## src/rtl/bfdh_pkg.sv

```systemverilog
`timescale 1ns / 1ps
// ----------------------------------------------------------------------------
// bfdh_pkg
// Shared constants, codes and helpers of the double-hash Bloom filter.
// ----------------------------------------------------------------------------
package bfdh_pkg;

	localparam int MAX_BITS_DEFAULT = 8192;

	localparam logic [13:0] FILTER_BITS_RST = 14'd64;
	localparam logic [4:0]  PROBE_COUNT_RST = 5'd6;
	localparam int          MIN_FILTER_BITS = 64;
	localparam logic [4:0]  MIN_PROBES      = 5'd1;
	localparam logic [4:0]  MAX_PROBES      = 5'd30;
	localparam int          STEP_ROT        = 17;

	// remainder unit: bits retired per cycle, steps per 32-bit dividend
	localparam int DIV_BITS  = 4;
	localparam int DIV_STEPS = 32 / DIV_BITS;
	localparam int DIV_CW    = $clog2(DIV_STEPS);

	localparam int LANES     = 3;
	localparam int LANE_HASH = 0;
	localparam int LANE_STEP = 1;
	localparam int LANE_WRAP = 2;

	localparam int QUEUE_DEPTH = 2;

	typedef enum logic {
		REG_FILTER_BITS = 1'b0,
		REG_PROBE_COUNT = 1'b1
	} reg_idx_t;

	function automatic logic [31:0] rotr_step(input logic [31:0] h);
		return {h[STEP_ROT-1:0], h[31:STEP_ROT]};
	endfunction

	function automatic logic [4:0] clamp_probes(input logic [4:0] k);
		logic [4:0] r;
		r = k;
		if (k < MIN_PROBES) begin
			r = MIN_PROBES;
		end else if (k > MAX_PROBES) begin
			r = MAX_PROBES;
		end
		return r;
	endfunction

endpackage

```

## src/rtl/bfdh_req_if.sv

```systemverilog
`timescale 1ns / 1ps
// ----------------------------------------------------------------------------
// bfdh_req_if
// Request channel: add or query of one key hash.
// ----------------------------------------------------------------------------
interface bfdh_req_if;
	logic        valid;
	logic        ready;
	logic        req_type;
	logic [31:0] key_hash;

	modport source (output valid, output req_type, output key_hash, input ready);
	modport sink   (input valid, input req_type, input key_hash, output ready);
endinterface

```

## src/rtl/bfdh_front.sv

```systemverilog
`timescale 1ns / 1ps
// ----------------------------------------------------------------------------
// bfdh_front
// Takes requests and reduces hash, step and 2^32 modulo the bit count.
// ----------------------------------------------------------------------------
module bfdh_front #(
	parameter int MAX_BITS = bfdh_pkg::MAX_BITS_DEFAULT,
	localparam int NW      = $clog2(MAX_BITS + 1),
	localparam int EW      = 1 + 32 + 3 * NW
) (
	input  logic          clk,
	input  logic          arst_n,
	bfdh_req_if.sink      req,
	input  logic [NW-1:0] nbits,
	input  logic          clearing,
	output logic          push,
	output logic [EW-1:0] entry,
	input  logic          full
);

	typedef enum logic [2:0] {
		F_IDLE = 3'b001,
		F_DIV  = 3'b010,
		F_PUSH = 3'b100
	} fstate_t;

	typedef struct packed {
		logic          query;
		logic [31:0]   hash;
		logic [NW-1:0] r;
		logic [NW-1:0] s;
		logic [NW-1:0] c;
	} ent_t;

	fstate_t                      state_q;
	logic [bfdh_pkg::DIV_CW-1:0]  cnt_q;
	logic                         query_q;
	logic [31:0]                  hash_q;
	logic [31:0]                  dvd_q [bfdh_pkg::LANES];
	logic [NW-1:0]                rem_q [bfdh_pkg::LANES];
	logic [NW-1:0]                rem_d [bfdh_pkg::LANES];
	logic [NW:0]                  wrap_p1;
	ent_t                         ent;

	assign req.ready = (state_q == F_IDLE) && !clearing;

	// restoring remainder, DIV_BITS dividend bits per lane and cycle
	always_comb begin
		logic [NW:0]   w;
		logic [NW-1:0] t;
		for (int l = 0; l < bfdh_pkg::LANES; l++) begin
			t = rem_q[l];
			for (int b = 0; b < bfdh_pkg::DIV_BITS; b++) begin
				w = {t, dvd_q[l][31 - b]};
				if (w >= {1'b0, nbits}) begin
					w = w - {1'b0, nbits};
				end
				t = w[NW-1:0];
			end
			rem_d[l] = t;
		end
	end

	// 2^32 mod n = ((2^32 - 1) mod n) + 1, folded once more
	assign wrap_p1 = {1'b0, rem_q[bfdh_pkg::LANE_WRAP]} + 1'b1;

	always_comb begin
		ent.query = query_q;
		ent.hash  = hash_q;
		ent.r     = rem_q[bfdh_pkg::LANE_HASH];
		ent.s     = rem_q[bfdh_pkg::LANE_STEP];
		ent.c     = (wrap_p1 == {1'b0, nbits}) ? '0 : wrap_p1[NW-1:0];
	end

	assign entry = ent;
	assign push  = (state_q == F_PUSH) && !full;

	always_ff @(posedge clk or negedge arst_n) begin
		if (!arst_n) begin
			state_q <= F_IDLE;
			cnt_q   <= '0;
		end else begin
			case (state_q)
				F_IDLE: begin
					if (req.valid && req.ready) begin
						cnt_q   <= '0;
						state_q <= F_DIV;
					end
				end
				F_DIV: begin
					cnt_q <= cnt_q + 1'b1;
					if (cnt_q == bfdh_pkg::DIV_CW'(bfdh_pkg::DIV_STEPS - 1)) begin
						state_q <= F_PUSH;
					end
				end
				F_PUSH: begin
					if (!full) begin
						state_q <= F_IDLE;
					end
				end
				default: begin
					state_q <= F_IDLE;
				end
			endcase
		end
	end

	always_ff @(posedge clk) begin
		if (state_q == F_IDLE && req.valid && req.ready) begin
			query_q                       <= req.req_type;
			hash_q                        <= req.key_hash;
			dvd_q[bfdh_pkg::LANE_HASH]    <= req.key_hash;
			dvd_q[bfdh_pkg::LANE_STEP]    <= bfdh_pkg::rotr_step(req.key_hash);
			dvd_q[bfdh_pkg::LANE_WRAP]    <= '1;
			for (int l = 0; l < bfdh_pkg::LANES; l++) begin
				rem_q[l] <= '0;
			end
		end else if (state_q == F_DIV) begin
			for (int l = 0; l < bfdh_pkg::LANES; l++) begin
				rem_q[l] <= rem_d[l];
				dvd_q[l] <= dvd_q[l] << bfdh_pkg::DIV_BITS;
			end
		end
	end

endmodule

```

## src/flat_wrapper.sv

```systemverilog
// flat-port wrapper written by rule: the top's interface ports become plain ports
module bfdh_front_flat 
#(
	parameter int MAX_BITS = bfdh_pkg::MAX_BITS_DEFAULT,
	localparam int NW      = $clog2(MAX_BITS + 1),
	localparam int EW      = 1 + 32 + 3 * NW
)
  (clk, arst_n, nbits, clearing, push, entry, full, req_valid, req_req_type, req_key_hash, req_ready);
  bfdh_req_if req_i ();
  input  logic clk;
  input  logic arst_n;
  input  logic [NW-1:0] nbits;
  input  logic clearing;
  output logic push;
  output logic [EW-1:0] entry;
  input  logic full;
  input wire logic [$bits(req_i.valid)-1:0] req_valid;
  input wire logic [$bits(req_i.req_type)-1:0] req_req_type;
  input wire logic [$bits(req_i.key_hash)-1:0] req_key_hash;
  output wire logic [$bits(req_i.ready)-1:0] req_ready;
  assign req_i.valid = req_valid;
  assign req_i.req_type = req_req_type;
  assign req_i.key_hash = req_key_hash;
  assign req_ready = req_i.ready;
  bfdh_front #(.MAX_BITS(MAX_BITS)) u_core (.clk(clk), .arst_n(arst_n), .req(req_i), .nbits(nbits), .clearing(clearing), .push(push), .entry(entry), .full(full));
endmodule
```

## config.mk

```make
export PLATFORM = sky130hd
export DESIGN_NAME = bfdh_front_flat
export DESIGN_NICKNAME = d
export VERILOG_FILES = /design/src/rtl/bfdh_pkg.sv /design/src/rtl/bfdh_req_if.sv /design/src/rtl/bfdh_front.sv /design/src/flat_wrapper.sv
export SDC_FILE = /design/constraint.sdc
export NUM_CORES = 1
export LEC_CHECK = 0
export BUFFER_PORTS_ARGS = -buffer_cell sky130_fd_sc_hd__buf_2
export CELL_PAD_IN_SITES_DETAIL_PLACEMENT = 1
export CELL_PAD_IN_SITES_GLOBAL_PLACEMENT = 2
export CORE_MARGIN = 2
export CORE_UTILIZATION = 42
export CTS_CLUSTER_SIZE = 28
export DETAILED_ROUTE_END_ITERATION = 7
export GPL_TIMING_DRIVEN = 0
export PLACE_DENSITY_LB_ADDON = 0.15
export SYNTH_ARGS = -nofsm -noshare
export SYNTH_HDL_FRONTEND = slang
export SYNTH_SLANG_ARGS = --single-unit
```

## constraint.sdc

```tcl
create_clock -name clk -period 15.35 [get_ports clk]
set_clock_uncertainty 0.2 [all_clocks]
set_input_delay 0.7675 -clock clk [delete_from_list [all_inputs] [get_ports clk]]
set_output_delay 0.7675 -clock clk [all_outputs]
set_load 0.005 [all_outputs]
```

# Word level (Yosys, flattened, before mapping)
# Memories as Yosys holds them, arrays and structs flattened.
# Cells that the tools add are included.
# totals
rom_bits	0
latchBits	0
mem_bits_rw	138
wordCells	86
n_memories	2
input_bits	52
out_inout_bits	77
reg_bits	39
# classes
n_mux	30
addsub	14
reduce_logical	10
magnitude_cmp	12
n_eq_ne	8
multipliers	0
shift	0
n_bitwise	6
div	0
# mem_list
name	words	word_bits	rd	rd_ports_with_merged_regs	write_ports	line	source
u_core.dvd_q	3	32	3	0	3	bfdh_front.sv:39	logic [31:0] dvd_q [bfdh_pkg::LANES];
u_core.rem_q	3	14	3	0	3	bfdh_front.sv:40	logic [NW-1:0] rem_q [bfdh_pkg::LANES];
# ops
operator	count
14-bit two-way mux	16
15-bit by 14-bit >= comparator with 1-bit output	12
14-bit subtractor	12
32-bit two-way mux	3
14-bit by 1-bit adder with 15-bit output (second input constant)	1
15-bit by 14-bit == test with 1-bit output	1
3-bit two-way mux	4
3-bit one-hot mux with 3 select lines	1
3-bit == test (second input constant)	2
1-bit bitwise OR	6
3-bit one-hot mux with 2 select lines	1
1-bit logical AND	5
1-bit two-way mux	5
2-bit != test (second input constant)	2
3-bit by 1-bit adder with 3-bit output (second input constant)	1
3-bit by 1-bit == test with 1-bit output (second input constant)	1
3-bit by 2-bit == test with 1-bit output (second input constant)	1
3-bit AND reduction	1
1-bit zero test	2
2-bit by 1-bit != test with 1-bit output (second input constant)	1
2-bit AND reduction	1
2-bit nonzero test	1

# Longest topological paths before layout
# An unclocked memory read counts as a cell.
# logic_depth
word_depth	10
mapped_depth	44
ltp_nobuf	41

# Worst setup path after synthesis
# No wires, ideal clock.
# synth_timing
kind	in2reg
start	input port nbits[1]
end	memory u_core.rem_q[0][10] in the netlist's numbering (data pin)
required_time_ns	14.880
cell_stages	41
setup_time_ns	0.270
t_arrival_ns	9.987
setup_slack_ns	4.893
cell_sequence	inv_1 > ha_1 > nor2b_1 > o21ai_0 > a31o_1 > a31oi_4 > clkbuf_1 > buf_1 > o21ai_0 > inv_1 > ha_1 > nor2b_1 > o31ai_1 > a311o_1 > nand3_1 > a221o_1 > a311o_1 > buf_2 > [5 not listed] > o2111a_1 > nor4_1 > o221ai_1 > mux2i_2 > buf_2 > mux2i_1 > ha_1 > nor2b_1 > o31ai_1 > a21oi_1 > o2111ai_1 > a31oi_1 > nand4_1 > o21ai_0 > or3_1 > clkbuf_1 > o21ai_0 > a21oi_1
# synth_rtl
element	line	source
start, declared	flat_wrapper.sv:12	input logic [NW-1:0] nbits;
end, declared	bfdh_front.sv:40	

==> metrics.md <==
| Metric | Value |
|---|---|
| Worst r2r src | `u_core.rem_q[0][17]$_SDFFCE_PN0P_` |
| PortBufs | `128` |
| Via/cell ratio | `5.83` |
| Share of power burned in registers | `0.108` |
| Clk pwr share | `0.090` |
| Hold WC Path Type | `input pin to flop` |
| Core region area | `37800 um^2` |
| Status | `finished clean` |
| Worst Path Required | `~15 ns` |
| Area growth from synthesis to layout | `12.2%` |
| Slowest cell on the critical path | `mux2i_2` |
| Hold path startpoint | `req_req_type` |
| Antenna diode count | `0` |
| GRT overflow | `0` |
| Vias in the first global route | `15.2k` |
| CP delay by family, top | `compound AO/OA/AOI/OAI gates` |
| Multi-input gate area | `10900 um^2` |
| # IOs | `between 100 and 150` |
| CTS buffer count | `17` |
| Routed via count | `roughly 15k` |
| CP Buf/Inv Count | `7` |
| Die area | `40200 um^2` |
| Final setup margin | `about 1.9 ns` |
| WHS | `approximately 0.30 ns` |
| Number of nets with antenna violations after routing | `0` |
| Avg Cell Area, Syn | `8.75 um^2` |
| WP data arrival | `13.37 ns` |
| Cts repair resizes | `0` |
| CP Max Fanout | `20` |
| Largest net degree at the start of global routing | `71` |
| Die width | `200 um` |
| Fillers | `4532` |
| Fmax achieved | `between 0.07 and 0.08 GHz` |
| First-pass GRT wire length | `85600 um` |
| Pins Over Slew Limit | `0` |
| Post-route minimum period | `13.41 ns` |
| Global placement routability congestion | `between 0.8 and 0.9` |
| Startpoint Class | `input pin` |
| Routed length per instance | `~22 um` |
| Residual DRC | `0` |
| Yosys top cell area share | `0.272` |
| Synthesized area | `16200 um^2` |
| Max capacitance violation total | `0` |
| Critical path endpoint category | `flop` |
| Final HPWL DP | `42600 um` |
| Pre-CTS WS | `1.63 ns` |
| Worst-Skew Late Latency | `approximately 0.44 ns` |
| Logic pwr share | `0.802` |
| # rows | `71` |
| Crit. Startpoint | `nbits[1]` |
| Detailed-route wire length | `55000 um` |
| Tot GR Track Use | `0.270` |
| Reg2reg setup slack | `2.63 ns` |
| Clk sinks | `~150` |
| Async S/R FF share, synth | `0.0392` |
| Final nets | `2236` |
| Largest area contributor in the netlist | `edfxtp_1` |
| DR iter-0 viols | `755` |
| First-pass iteration count of the detailed router | `7` |
| Starting density of the core | `0.428` |
| RSZ-0062 raised after global routing | `false` |
| Pint | `between 0.002 and 0.0025 W` |
| Synth Instances | `roughly 1.9k` |
| Sw frac | `0.528` |
| Pleak | `roughly 7.6 nW` |
| Final-report hold violation count | `0` |
| H-tree depth | `4` |
| Net Count, Synth | `roughly 2.1k` |
| Final worst path period share | `0.873` |
| Clock transition at path regs | `~0.080 ns` |
| Most frequent cells in the layout | `nand2_1, ha_1, a21oi_1, edfxtp_1, buf_2` |
| Power density of the placed cells | `270 nW/um^2` |
| Commonest non-fill, non-tap cell in the layout | `nand2_1` |
| Root Driver | `clkbuf_16` |
| Synth top area cells | `edfxtp_1, ha_1, nand2_1, xnor2_1, a21oi_1` |
| Slew HR | `0.198` |
| Register Area | `around 4600 um^2` |
| Setup CP Type | `input pin to flop` |
| Number of antenna violations at the first check in global routing | `0` |
| CTS max path bufs | `2` |
| Yosys cell types | `87` |
| Synth Register Bits | `153` |
| Yosys warns | `0` |
| Worst IR Drop VDD | `0.139 mV` |
| Worst Tran Pin Value | `1.20 ns` |
| Dominant synthesized flop cell | `edfxtp_1` |
| Setup-violating endpoint count in the final report | `0` |
| Post-synth EDFFs | `147` |
| Die Ht | `200 um` |
| Fin Setup TNS | `0 ns` |
| Switching Power | `0.00259 W` |
| Share of cells above drive strength 1 | `0.140` |
| CTS tree | `yes` |
| Max incr delay on CP | `0.73 ns` |
| Seq/Total Area, Yosys | `0.282` |
## worst register-to-register path: cells and delay by family (launching register included)
| family | cells | cell delay (ns) |
|---|---|---|
| buf+inv | 5 | 1.74 |
| fa+ha+maj | 4 | 1.45 |
| simple gates | 6 | 1.31 |
| compound gates | 19 | 5.10 |
| flops | 1 | 0.52 |
| mux | 5 | 2.11 |
## power by group through the flow
stage | Clock [W] | Combinational, W | Sequential, W
6_report | 0.000440 | 0.00394 | 0.000531
5_1_grt | 0.000457 | 0.00433 | 0.000534
4_1_cts | 0.000444 | 0.00389 | 0.000531
3_5_place_dp | 0 | 0.00386 | 0.000540
3_3_place_gp | 0 | 0.00375 | 0.000544
2_1_floorplan | 0 | 0.00296 | 0.000532
## path summary, 6_finish.rpt
path,to,depth (start not counted)
max in group asynchronous,u_core.state_q[0]$_DFFE_PN1P_,2
setup reg to reg,u_core.rem_q[0][22]$_SDFFCE_PN0P_,39
hold reg to reg,u_core.state_q[1]$_DFFE_PN0P_,1
setup / recovery,u_core.rem_q[0][22]$_SDFFCE_PN0P_,41
hold / removal,u_core.query_q$_DFFE_PP_,1
min in group asynchronous,u_core.cnt_q[1]$_DFFE_PN0P_,2
## per-layer routing
metal | up-vias | track usage | wire length (um)
met3 | 90 | 0.0258 | 1650
met4 | 0 | 0.0876 | 1710
met1 | 7230 | 0.350 | 25100
met5 | - | 0 | 0
met2 | 290 | 0.473 | 26600
li1 | 7120 | - | -
## sequential cells by signal, indices dropped and copies added, names as in the netlist
signal,flops
u_core.dvd_q,72
u_core.query_q,1
u_core.state_q,3
u_core.cnt_q,3
u_core.hash_q,32
u_core.rem_q,42
## synthesized netlist by cell type (all sizes together), types with 9 or more instances
library cell / n
nand4: 26
mux2: 50
nand2b: 21
a21o: 52
buf: 44
mux2i: 41
or2: 11
xnor2: 97
o21ai: 115
a311oi: 9
o211ai: 21
o21a: 35
and2: 16
xor2: 44
o31ai: 12
nor3: 26
fa: 12
nand2: 230
nor2: 118
inv: 98
and3: 16
a31oi: 19
clkbuf: 27
o21bai: 14
a211oi: 16
edfxtp: 147
nor2b: 22
or3: 22
a21oi: 147
ha: 168
a221oi: 9
nand3: 59
## layout make-up
type,instances,area share
buffer,71,0.0222
multi-input combinational,1531,0.598
clock inverter,15,0.0106
clock buffer,17,0.0234
tap,511,0.0352
sequential,153,0.251
timing repair buffer,131,0.0388
inverter,99,0.0204
## cell families after synthesis
logic type | after synthesis | synth area share
mux | 91 | 0.0623
flops | 153 | 0.282
simple gates | 591 | 0.171
fa+ha+maj | 180 | 0.144
compound gates | 528 | 0.217
buf+inv | 170 | 0.0478
xor+xnor | 141 | 0.0762
## stage by stage
step           cells   util  power (W)  cell area [um^2]
5_1_grt         2528  0.481    0.00532             18200
2_1_floorplan   1854      -    0.00350             16200
6_report        2528  0.481    0.00491             18200
3_5_place_dp    2494  0.463    0.00440             17500
4_1_cts         2527  0.480    0.00487             18200
3_3_place_gp    2493  0.462    0.00430             17500
## timing repair
item / CTS / global route
hold buffers: 1 / 0
buffers inserted: 0 / 0
endpoints found under the setup margin: 0 / 0
endpoints found under the hold margin: 5 / 0
No activity file was read; power rests on OpenSTA's default activity.
