==> src/rtl/bfdh_pkg.sv <==
`timescale 1ns / 1ps
// ----------------------------------------------------------------------------
// bfdh_pkg
// Shared constants, codes and helpers of the double-hash Bloom filter.
// ----------------------------------------------------------------------------
package bfdh_pkg;

	localparam int MAX_BITS_DEFAULT = 8192;

	localparam logic [13:0] FILTER_BITS_RST = 14'd64;
	localparam logic [4:0]  PROBE_COUNT_RST = 5'd6;
	localparam int          MIN_FILTER_BITS = 64;
	localparam logic [4:0]  MIN_PROBES      = 5'd1;
	localparam logic [4:0]  MAX_PROBES      = 5'd30;
	localparam int          STEP_ROT        = 17;

	// remainder unit: bits retired per cycle, steps per 32-bit dividend
	localparam int DIV_BITS  = 4;
	localparam int DIV_STEPS = 32 / DIV_BITS;
	localparam int DIV_CW    = $clog2(DIV_STEPS);

	localparam int LANES     = 3;
	localparam int LANE_HASH = 0;
	localparam int LANE_STEP = 1;
	localparam int LANE_WRAP = 2;

	localparam int QUEUE_DEPTH = 2;

	typedef enum logic {
		REG_FILTER_BITS = 1'b0,
		REG_PROBE_COUNT = 1'b1
	} reg_idx_t;

	function automatic logic [31:0] rotr_step(input logic [31:0] h);
		return {h[STEP_ROT-1:0], h[31:STEP_ROT]};
	endfunction

	function automatic logic [4:0] clamp_probes(input logic [4:0] k);
		logic [4:0] r;
		r = k;
		if (k < MIN_PROBES) begin
			r = MIN_PROBES;
		end else if (k > MAX_PROBES) begin
			r = MAX_PROBES;
		end
		return r;
	endfunction

endpackage

==> src/rtl/bfdh_fifo.sv <==
`timescale 1ns / 1ps
// ----------------------------------------------------------------------------
// bfdh_fifo
// Small register queue between the front and the probe engine.
// ----------------------------------------------------------------------------
module bfdh_fifo #(
	parameter int W     = 8,
	parameter int DEPTH = bfdh_pkg::QUEUE_DEPTH,
	localparam int PW   = (DEPTH > 1) ? $clog2(DEPTH) : 1,
	localparam int CW   = $clog2(DEPTH + 1)
) (
	input  logic         clk,
	input  logic         arst_n,
	input  logic         push,
	input  logic [W-1:0] wdata,
	output logic         full,
	input  logic         pop,
	output logic [W-1:0] rdata,
	output logic         empty
);

	logic [W-1:0]  slot_q [DEPTH];
	logic [PW-1:0] wr_ptr_q;
	logic [PW-1:0] rd_ptr_q;
	logic [CW-1:0] count_q;

	assign full  = (count_q == CW'(DEPTH));
	assign empty = (count_q == '0);
	assign rdata = slot_q[rd_ptr_q];

	always_ff @(posedge clk or negedge arst_n) begin
		if (!arst_n) begin
			wr_ptr_q <= '0;
			rd_ptr_q <= '0;
			count_q  <= '0;
		end else begin
			if (push) begin
				wr_ptr_q <= (wr_ptr_q == PW'(DEPTH - 1)) ? '0 : wr_ptr_q + 1'b1;
			end
			if (pop) begin
				rd_ptr_q <= (rd_ptr_q == PW'(DEPTH - 1)) ? '0 : rd_ptr_q + 1'b1;
			end
			if (push && !pop) begin
				count_q <= count_q + 1'b1;
			end else if (pop && !push) begin
				count_q <= count_q - 1'b1;
			end
		end
	end

	always_ff @(posedge clk) begin
		if (push) begin
			slot_q[wr_ptr_q] <= wdata;
		end
	end

endmodule

==> config.mk <==
export PLATFORM = sky130hd
export DESIGN_NAME = bfdh_fifo
export DESIGN_NICKNAME = d
export VERILOG_FILES = /design/src/rtl/bfdh_pkg.sv /design/src/rtl/bfdh_fifo.sv
export SDC_FILE = /design/constraint.sdc
export NUM_CORES = 1
export LEC_CHECK = 0
export ABC_AREA = 0
export BUFFER_PORTS_ARGS = -buffer_cell sky130_fd_sc_hd__buf_2
export CORE_ASPECT_RATIO = 0.7
export CORE_MARGIN = 4
export CORE_UTILIZATION = 35
export CTS_CLUSTER_DIAMETER = 60
export DETAILED_ROUTE_END_ITERATION = 10
export GPL_TIMING_DRIVEN = 0
export PLACE_DENSITY = 0.64
export REMOVE_ABC_BUFFERS = 1
export SETUP_SLACK_MARGIN = 0.05
export SYNTH_ARGS = -nofsm -noshare
export SYNTH_HDL_FRONTEND = slang
export SYNTH_SLANG_ARGS = --single-unit
==> constraint.sdc <==
create_clock -name clk -period 1.25 [get_ports clk]
set_input_delay 0.0625 -clock clk [delete_from_list [all_inputs] [get_ports clk]]
set_output_delay 0.0625 -clock clk [all_outputs]
set_load 0.03 [all_outputs]
; ---- Yosys cells after proc, flatten, opt, wreduce, memory -nomap -nowiden
; Memories as Yosys holds them, arrays and structs flattened.
; Cells that the tools add are included.
[op_classes]
eq_ne = 1
addsub = 4
n_reduce_logical = 6
n_mux = 6
[op_table]
columns = operator, n
row1 = 1-bit two-way mux, 4
row2 = 2-bit two-way mux, 2
row3 = 1-bit adder (second input constant), 2
row4 = 2-bit by 1-bit adder with 2-bit output (second input constant), 1
row5 = 2-bit equality test (second input constant), 1
row6 = 1-bit logical AND, 2
row7 = 1-bit zero test, 2
row8 = 2-bit zero test, 1
row9 = 2-bit nonzero test, 1
row10 = 2-bit by 1-bit subtractor with 2-bit output (second input constant), 1
[word_totals]
ramBits = 16
out_inout_bits = 10
word_cells = 21
inputBits = 12
regBits = 4
memories = 1
[memory_table]
columns = memory, words, word_bits, rd, rd_clocked_by_memory_dff, write_ports, line
row1 = slot_q, 2, 8, 1, 0, 1, bfdh_fifo.sv:22  ; logic [W-1:0] slot_q [DEPTH];

; ---- Longest topological paths before layout
; Gate-level depths: netlist (run 1).
[depth]
depth_word = 4
mapped_depth = 5

; ---- Least setup slack after synthesis (run 1)
; No wires, ideal clock.
[synth_timing]
path_type = register to register
start = register wr_ptr_q
end = memory slot_q[0][0] (enable)
t_arrival_ps = 789
path_stages_with_launch = 2
slack_ps = 88
period_less_slack_ps = 1162
setup_time_ps = 373
cell_sequence = dfrtp_1 nor2b_1
[synth_rtl]
columns = element, line
row1 = from (decl), bfdh_fifo.sv:23  ; logic [PW-1:0] wr_ptr_q;
row2 = from (signal assigned), bfdh_fifo.sv:38  ; wr_ptr_q <= (wr_ptr_q == PW'(DEPTH - 1)) ? '0 : wr_ptr_q + 1'b1;
row3 = to (decl), bfdh_fifo.sv:22
; Straight into the memory's write port.

; ---- Final worst setup path (run 1)
[layout_timing]
start = register rd_ptr_q
end = output rdata[7]
[layout_between]
elab_chain_len = 1
[layout_lines]
columns = element, line
row1 = from (decl), bfdh_fifo.sv:24  ; logic [PW-1:0] rd_ptr_q;
row2 = from (signal assigned), bfdh_fifo.sv:41  ; rd_ptr_q <= (rd_ptr_q == PW'(DEPTH - 1)) ? '0 : rd_ptr_q + 1'b1;
row3 = memory 2 x 8 bit, -
row4 = to (decl), bfdh_fifo.sv:18  ; output logic [W-1:0] rdata,
; No other way between the ends.

==> flow_summary_export.csv, run 1 <==
group,metric,value,unit
sta,fmaxAchievable,0.735,GHz
sta,maxSlewHeadroom,81.8,%
routing,first_pass_iters,4,
final_layout,fin_util,58.4,%
placed_design,placed_cells,91,
synthesis,synth_largest_area_cell,"edfxtp_1",
synthesis,synthTopCellsByCount,"16 x edfxtp_1, 8 x mux2_2, 4 x dfrtp_1, 4 x xor2_1, 2 x nor2_1",
sta,slew_violations,0,
routing,final_antenna_net_count,0,
final_layout,drive_gt1_share,51.2,%
cts,numCtsBuffers,3,
floorplan,ios,22,
flow_run,max-cap-violations,0,
setup_path,worstPathCellList,"buf_6 -> mux2_2 -> buf_6",
synthesis,netlist_area,771,um^2
status,violations,"setup timing",
setup_path,critPathMaxFanout,5,
cts,cts.clk_slew.worst_paths,0.10,ns
floorplan,die_h,47.3,um
placed_design,portBuffers,21,
status,outcome,"finished with violations",
setup_path,cp_top_family,"flip-flops",
cts,clkLatencyLatePin,0.30,ns
global_routing,grt_first_pass_wirelength,2100,um
routing,drc_errors,0,
floorplan,rows,13,
setup_path,end_kind,"output pin",
setup_path,critPathMaxStageDelay,0.39,ns
global_routing,grt_pass1_vias,454,
synthesis,synth.most_common_cell,"edfxtp_1",
synthesis,synthTopCellsByArea,"edfxtp_1 62%, dfrtp_1 13%, mux2_2 12%",
sta,min_period,1.36,ns
floorplan,die_area,3030,um^2
placed_design,gp_congestion,0.654,
synthesis,ys.warnings.count,0,
final_layout,area_delta_synth_final,49.0,%
sta,rsz0062_at_grt,"yes",
placed_design,dp_slack,-0.178,ns
final_layout,finalNonFillerCells,110,
sta,finalWorstSetupSlack,-0.110,ns
sta,worstMarginPinSlew,0.272,ns
setup_path,cp_num_buf_inv,2,
cts,clock_path_buffers,2,
sta,finalSetupViolations,8,
cts,cts_tree,"done",
synthesis,ys_ff_latch,20,
routing,wl_per_cell,11.8,um
routing,drtIter0Drc,15,
final_layout,multiInputGateArea,184,um^2
setup_path,slowest_stage,"dfrtp_2",
cts,root_buffer,"clkbuf_4",
cts,clock_sinks,20,
synthesis,yosysSeqAreaShare,75.3,%
synthesis,async_flop_share,20.0,%
floorplan,start_util,39.2,%
setup_path,required,1.19,ns
final_layout,fin_nets,94,
routing,wirelength,1300,um
routing,vias,464,
synthesis,synth_edf_count,16,
setup_path,criticalPathCategory,"reg -> out",
floorplan,core,1970,um^2
synthesis,syn-instance-count,41,
synthesis,yosysUniqueCellTypes,12,
sta,finalHoldViolations,0,
power_and_ir_drop,p_per_area,2180,nW/um^2
synthesis,yosysTopAreaCellShare,62.3,%
synthesis,syn_avg_cell_area,18.8,um^2
global_routing,grt_overflow,0,
final_layout,ff_latch_area,582,um^2
synthesis,yosys_most_used_dff,"edfxtp_1",
worst_hold_path,min_path_type,"in -> async",
setup_path,critPathLaunchType,"flop",
setup_path,worst_path_most_repeated_cell,"buf_6",
setup_path,r2r_setup_slack,0.23,ns
global_routing,grtUsageTotal,9.83,%
setup_path,crit_arrival,1.30,ns
final_layout,fillers,161,
final_layout,n_antenna_cell,0,
sta,skew,0.00560,ns
power_and_ir_drop,worst_ir_drop_vdd,0.00119,V
floorplan,die_w,64.1,um
routing,via_per_inst,4.22,
power_and_ir_drop,leakage,0.471,nW
placed_design,hpwl,825,um
global_routing,antenna_found_initial,0,
cts,htreeDepth,1,
sta,period_share,109,%
global_routing,grt_max_degree,12,
==> metrics by stage <==
step	power [mW]	instance area [um^2]	hold slack (ns)	TNS (ns)
6_report	2.50	1150	0.0920	-0.798
5_1_grt	2.64	1150	0.0824	-1.24
4_1_cts	2.42	1110	0.0896	-0.851
3_5_place_dp	1.82	902	-0.127	-1.43
3_3_place_gp	1.81	902	-0.126	-1.07
2_1_floorplan	1.60	759	-0.233	0
==> state kept, by name (all words and copies together), names as in the netlist <==
name / cells
slot_q: 16
count_q: 2
rd_ptr_q: 1
wr_ptr_q: 1
==> final timing paths <==
check | startpoint | to | depth (start not counted)
min reg2reg | count_q[1]$_DFFE_PN0P_ | count_q[1]$_DFFE_PN0P_ | 1
max in group asynchronous | arst_n | rd_ptr_q$_DFFE_PN0P_ | 2
min in group clk | push | count_q[0]$_DFFE_PN0P_ | 3
max reg2reg | wr_ptr_q$_DFFE_PN0P_ | slot_q[1][1]$_DFFE_PP_ | 1
max | rd_ptr_q$_DFFE_PN0P_ | rdata[7] | 3
min | arst_n | wr_ptr_q$_DFFE_PN0P_ | 2
==> what timing repair did <==
item,4_1_cts,5_1_grt
hold buffers,11,0
endpoints found under the setup margin,17,17
buffers inserted,3,1
gates resized for setup,16,9
endpoints found under the hold margin,22,0
==> per-layer routing <==
metal | wire length, um | part of all wire, % | track usage [%] | up-vias
met5 | 0 | 0 | 0 | -
met4 | 0 | 0 | 2.52 | 0
met3 | 95 | 7.3 | 4.55 | 0
met2 | 615 | 47 | 15.4 | 17
met1 | 589 | 45 | 12.7 | 220
li1 | - | - | - | 227
==> cell families (layout without fill, tap and decap cells) <==
| kind of cell | Yosys count | after routing | share of synthesized area (%) |
|---|---|---|---|
| DFF | 20 | 20 | 75.3 |
| muxes | 8 | 8 | 11.7 |
| xor gates and xnor gates | 5 | 5 | 5.68 |
| buffers and inverters | 2 | 41 | 1.95 |
| and+or+nand+nor | 5 | 5 | 3.74 |
| adders and majority gates | 1 | 1 | 1.62 |
==> layout make-up <==
type,count,share of cell area (%)
inverters,1,0.327
multi-input cells,19,16.0
flip-flops and latches,20,50.7
well taps,30,3.27
clock buffers,4,3.16
repair buffers,36,26.6
==> placed cells by master (no fill, tap or decap) <==
master / synthesis / final
clkbuf_8: 0 / 1
dfrtp_2: 0 / 1
inv_1: 1 / 1
dlygate4sd3_1: 0 / 11
nor2_1: 2 / 2
edfxtp_1: 16 / 16
buf_4: 0 / 3
buf_2: 0 / 12
mux2_2: 8 / 8
ha_1: 1 / 1
xor2_1: 4 / 4
clkbuf_4: 0 / 3
and2_2: 0 / 1
and2b_2: 1 / 1
buf_6: 1 / 10
xnor2_1: 1 / 1
dfrtp_1: 4 / 3
nor2b_4: 0 / 1
==> where the power goes <==
group          switching, mW  internal [mW]
registers             0.0786          0.908
clock network          0.186          0.178
logic                  0.588          0.565
No activity file was read; power rests on OpenSTA's default activity.
==> run 2: changes to the inputs <==
- PLACE_DENSITY: 0.64 -> 0.62
- clock period: 1.25 -> 1.6 ns (I/O delays scaled with it)
==> flow_summary_export.csv, run 2 (synthesis gave the netlist of run 1 again) <==
group,metric,value,unit
status,outcome,"completed",
final_layout,fillers,175,
worst_hold_path,min_path_type,"in -> async",
sta,fmaxAchievable,0.702,GHz
floorplan,start_util,39.2,%
global_routing,grt_pass1_vias,449,
power_and_ir_drop,leakage,0.420,nW
power_and_ir_drop,worst_ir_drop_vdd,0.000637,V
setup_path,required,1.53,ns
cts,clkLatencyLatePin,0.29,ns
power_and_ir_drop,power,1.67,mW
floorplan,ios,22,
final_layout,area_delta_synth_final,34.9,%
cts,clock_path_buffers,2,
setup_path,critPathLaunchType,"primary input",
cts,numCtsBuffers,3,
final_layout,layout_common_cells,"21 x buf_2, 16 x edfxtp_1, 11 x dlygate4sd3_1",
global_routing,grt_overflow,0,
final_layout,largest-register,"slot_q",
routing,drtIter0Drc,2,
floorplan,core,1970,um^2
sta,tns,0,ns
placed_design,portBuffers,21,
setup_path,worstRegToRegCells,1,
routing,final_antenna_net_count,0,
final_layout,largest_register_ffs,16,
cts,htreeDepth,1,
setup_path,startpoint,"push",
setup_path,criticalPathCategory,"in -> reg",
power_and_ir_drop,p_per_area,1600,nW/um^2
placed_design,place_area,902,um^2
final_layout,layout_commonest_cell,"buf_2",
routing,wl_per_cell,12.3,um
setup_path,rr_startpoint,"wr_ptr_q$_DFFE_PN0P_",
setup_path,critPathCapture,"slot_q[0][5]$_DFFE_PP_",
sta,min_period,1.43,ns
final_layout,ff_latch_area,582,um^2
sta,finalHoldViolations,0,
cts,root_buffer,"clkbuf_4",
final_layout,reg_top3,"slot_q (16), count_q (2)",
sta,maxSlewHeadroom,50.5,%
setup_path,r2r_end,"slot_q[0][5]$_DFFE_PP_",
cts,cts_tree,"done",
setup_path,end_kind,"flop",
placed_design,gp_congestion,0.731,
sta,skew,0.00578,ns
setup_path,crit_arrival,1.36,ns
floorplan,die_w,64.1,um
sta,rsz0062_at_grt,"no",
final_layout,drive_gt1_share,44.7,%
global_routing,grtUsageTotal,10.1,%
setup_path,r2r_setup_slack,0.23,ns
final_layout,multiInputGateArea,175,um^2
routing,first_pass_iters,2,
setup_path,critPathMaxFanout,8,
global_routing,antenna_found_initial,0,
floorplan,die_area,3030,um^2
floorplan,rows,13,
routing,wirelength,1300,um
final_layout,n_antenna_cell,0,
cts,clock_sinks,20,
cts,cts.clk_slew.worst_paths,0.10,ns
final_layout,fin_nets,90,
routing,via_per_inst,4.09,
sta,period_share,89.1,%
sta,slew_violations,0,
final_layout,design_area,1040,um^2
floorplan,die_h,47.3,um
sta,finalSetupViolations,0,
routing,drc_errors,0,
global_routing,grt_max_degree,12,
global_routing,grt_first_pass_wirelength,2130,um
routing,vias,434,
sta,worstMarginPinSlew,0.741,ns
cts,cts_setup_buffers,0,
flow_run,max-cap-violations,0,
[run 2: metrics by stage]
| stage | util (%) | hold WS [ns] | setup slack [ns] | instances |
|---|---|---|---|---|
| after floorplan | - | -0.216 | 0.438 | 40 |
| after global placement | 45.8 | -0.109 | 0.251 | 91 |
| after detailed placement | 45.8 | -0.108 | 0.151 | 91 |
| after CTS | 52.8 | 0.101 | 0.121 | 106 |
| after global routing | 52.8 | 0.137 | 0.0676 | 106 |
| final | 52.8 | 0.116 | 0.175 | 106 |
[run 2: report_power, final]
group / switching, mW / leakage [nW] / internal (mW)
combinational: 0.370 / 0.209 / 0.247
sequential: 0.0992 / 0.196 / 0.710
clock: 0.145 / 0.0150 / 0.0970
[run 2: timing repair]
action                                  in CTS  in global routing
endpoints found under the setup margin       1                  0
gates resized for setup                      1                  0
hold endpoints to repair                    22                  0
hold buffers                                11                  0
[run 2: how the worst min path moves through the flow]
stage                                  end  startpoint  cells past startpoint  slack [ns]
finish              count_q[1]$_DFFE_PN0P_      arst_n                      2        0.12
global route        count_q[1]$_DFFE_PN0P_      arst_n                      2        0.14
CTS                 count_q[1]$_DFFE_PN0P_      arst_n                      2        0.10
detailed placement  count_q[1]$_DFFE_PN0P_      arst_n                      1       -0.11
global placement    count_q[1]$_DFFE_PN0P_      arst_n                      1       -0.11
floorplan           count_q[0]$_DFFE_PN0P_      arst_n                      0       -0.22
[run 2: area by class of cell]
type / instances / share of cell area (%)
Clock buffer: 4 / 2.53
Timing Repair Buffer: 32 / 20.7
Inverter: 1 / 0.361
Multi-Input combinational cell: 19 / 16.8
Sequential cell: 20 / 56.0
Tap cell: 30 / 3.61
[run 2: per-layer routing]
metal  track usage (%)  part of all wire (%)  vias up
met5                 0                     0        -
met4              5.04                   1.5        0
met3              4.07                   3.8        2
met2              16.8                    45       12
met1              11.8                    49      201
li1                  -                     -      219
[run 2: critical path, cell delays in order]
cell and delay, ns:
dlygate4sd3_1 0.53, buf_2 0.14, nor2b_1 0.61
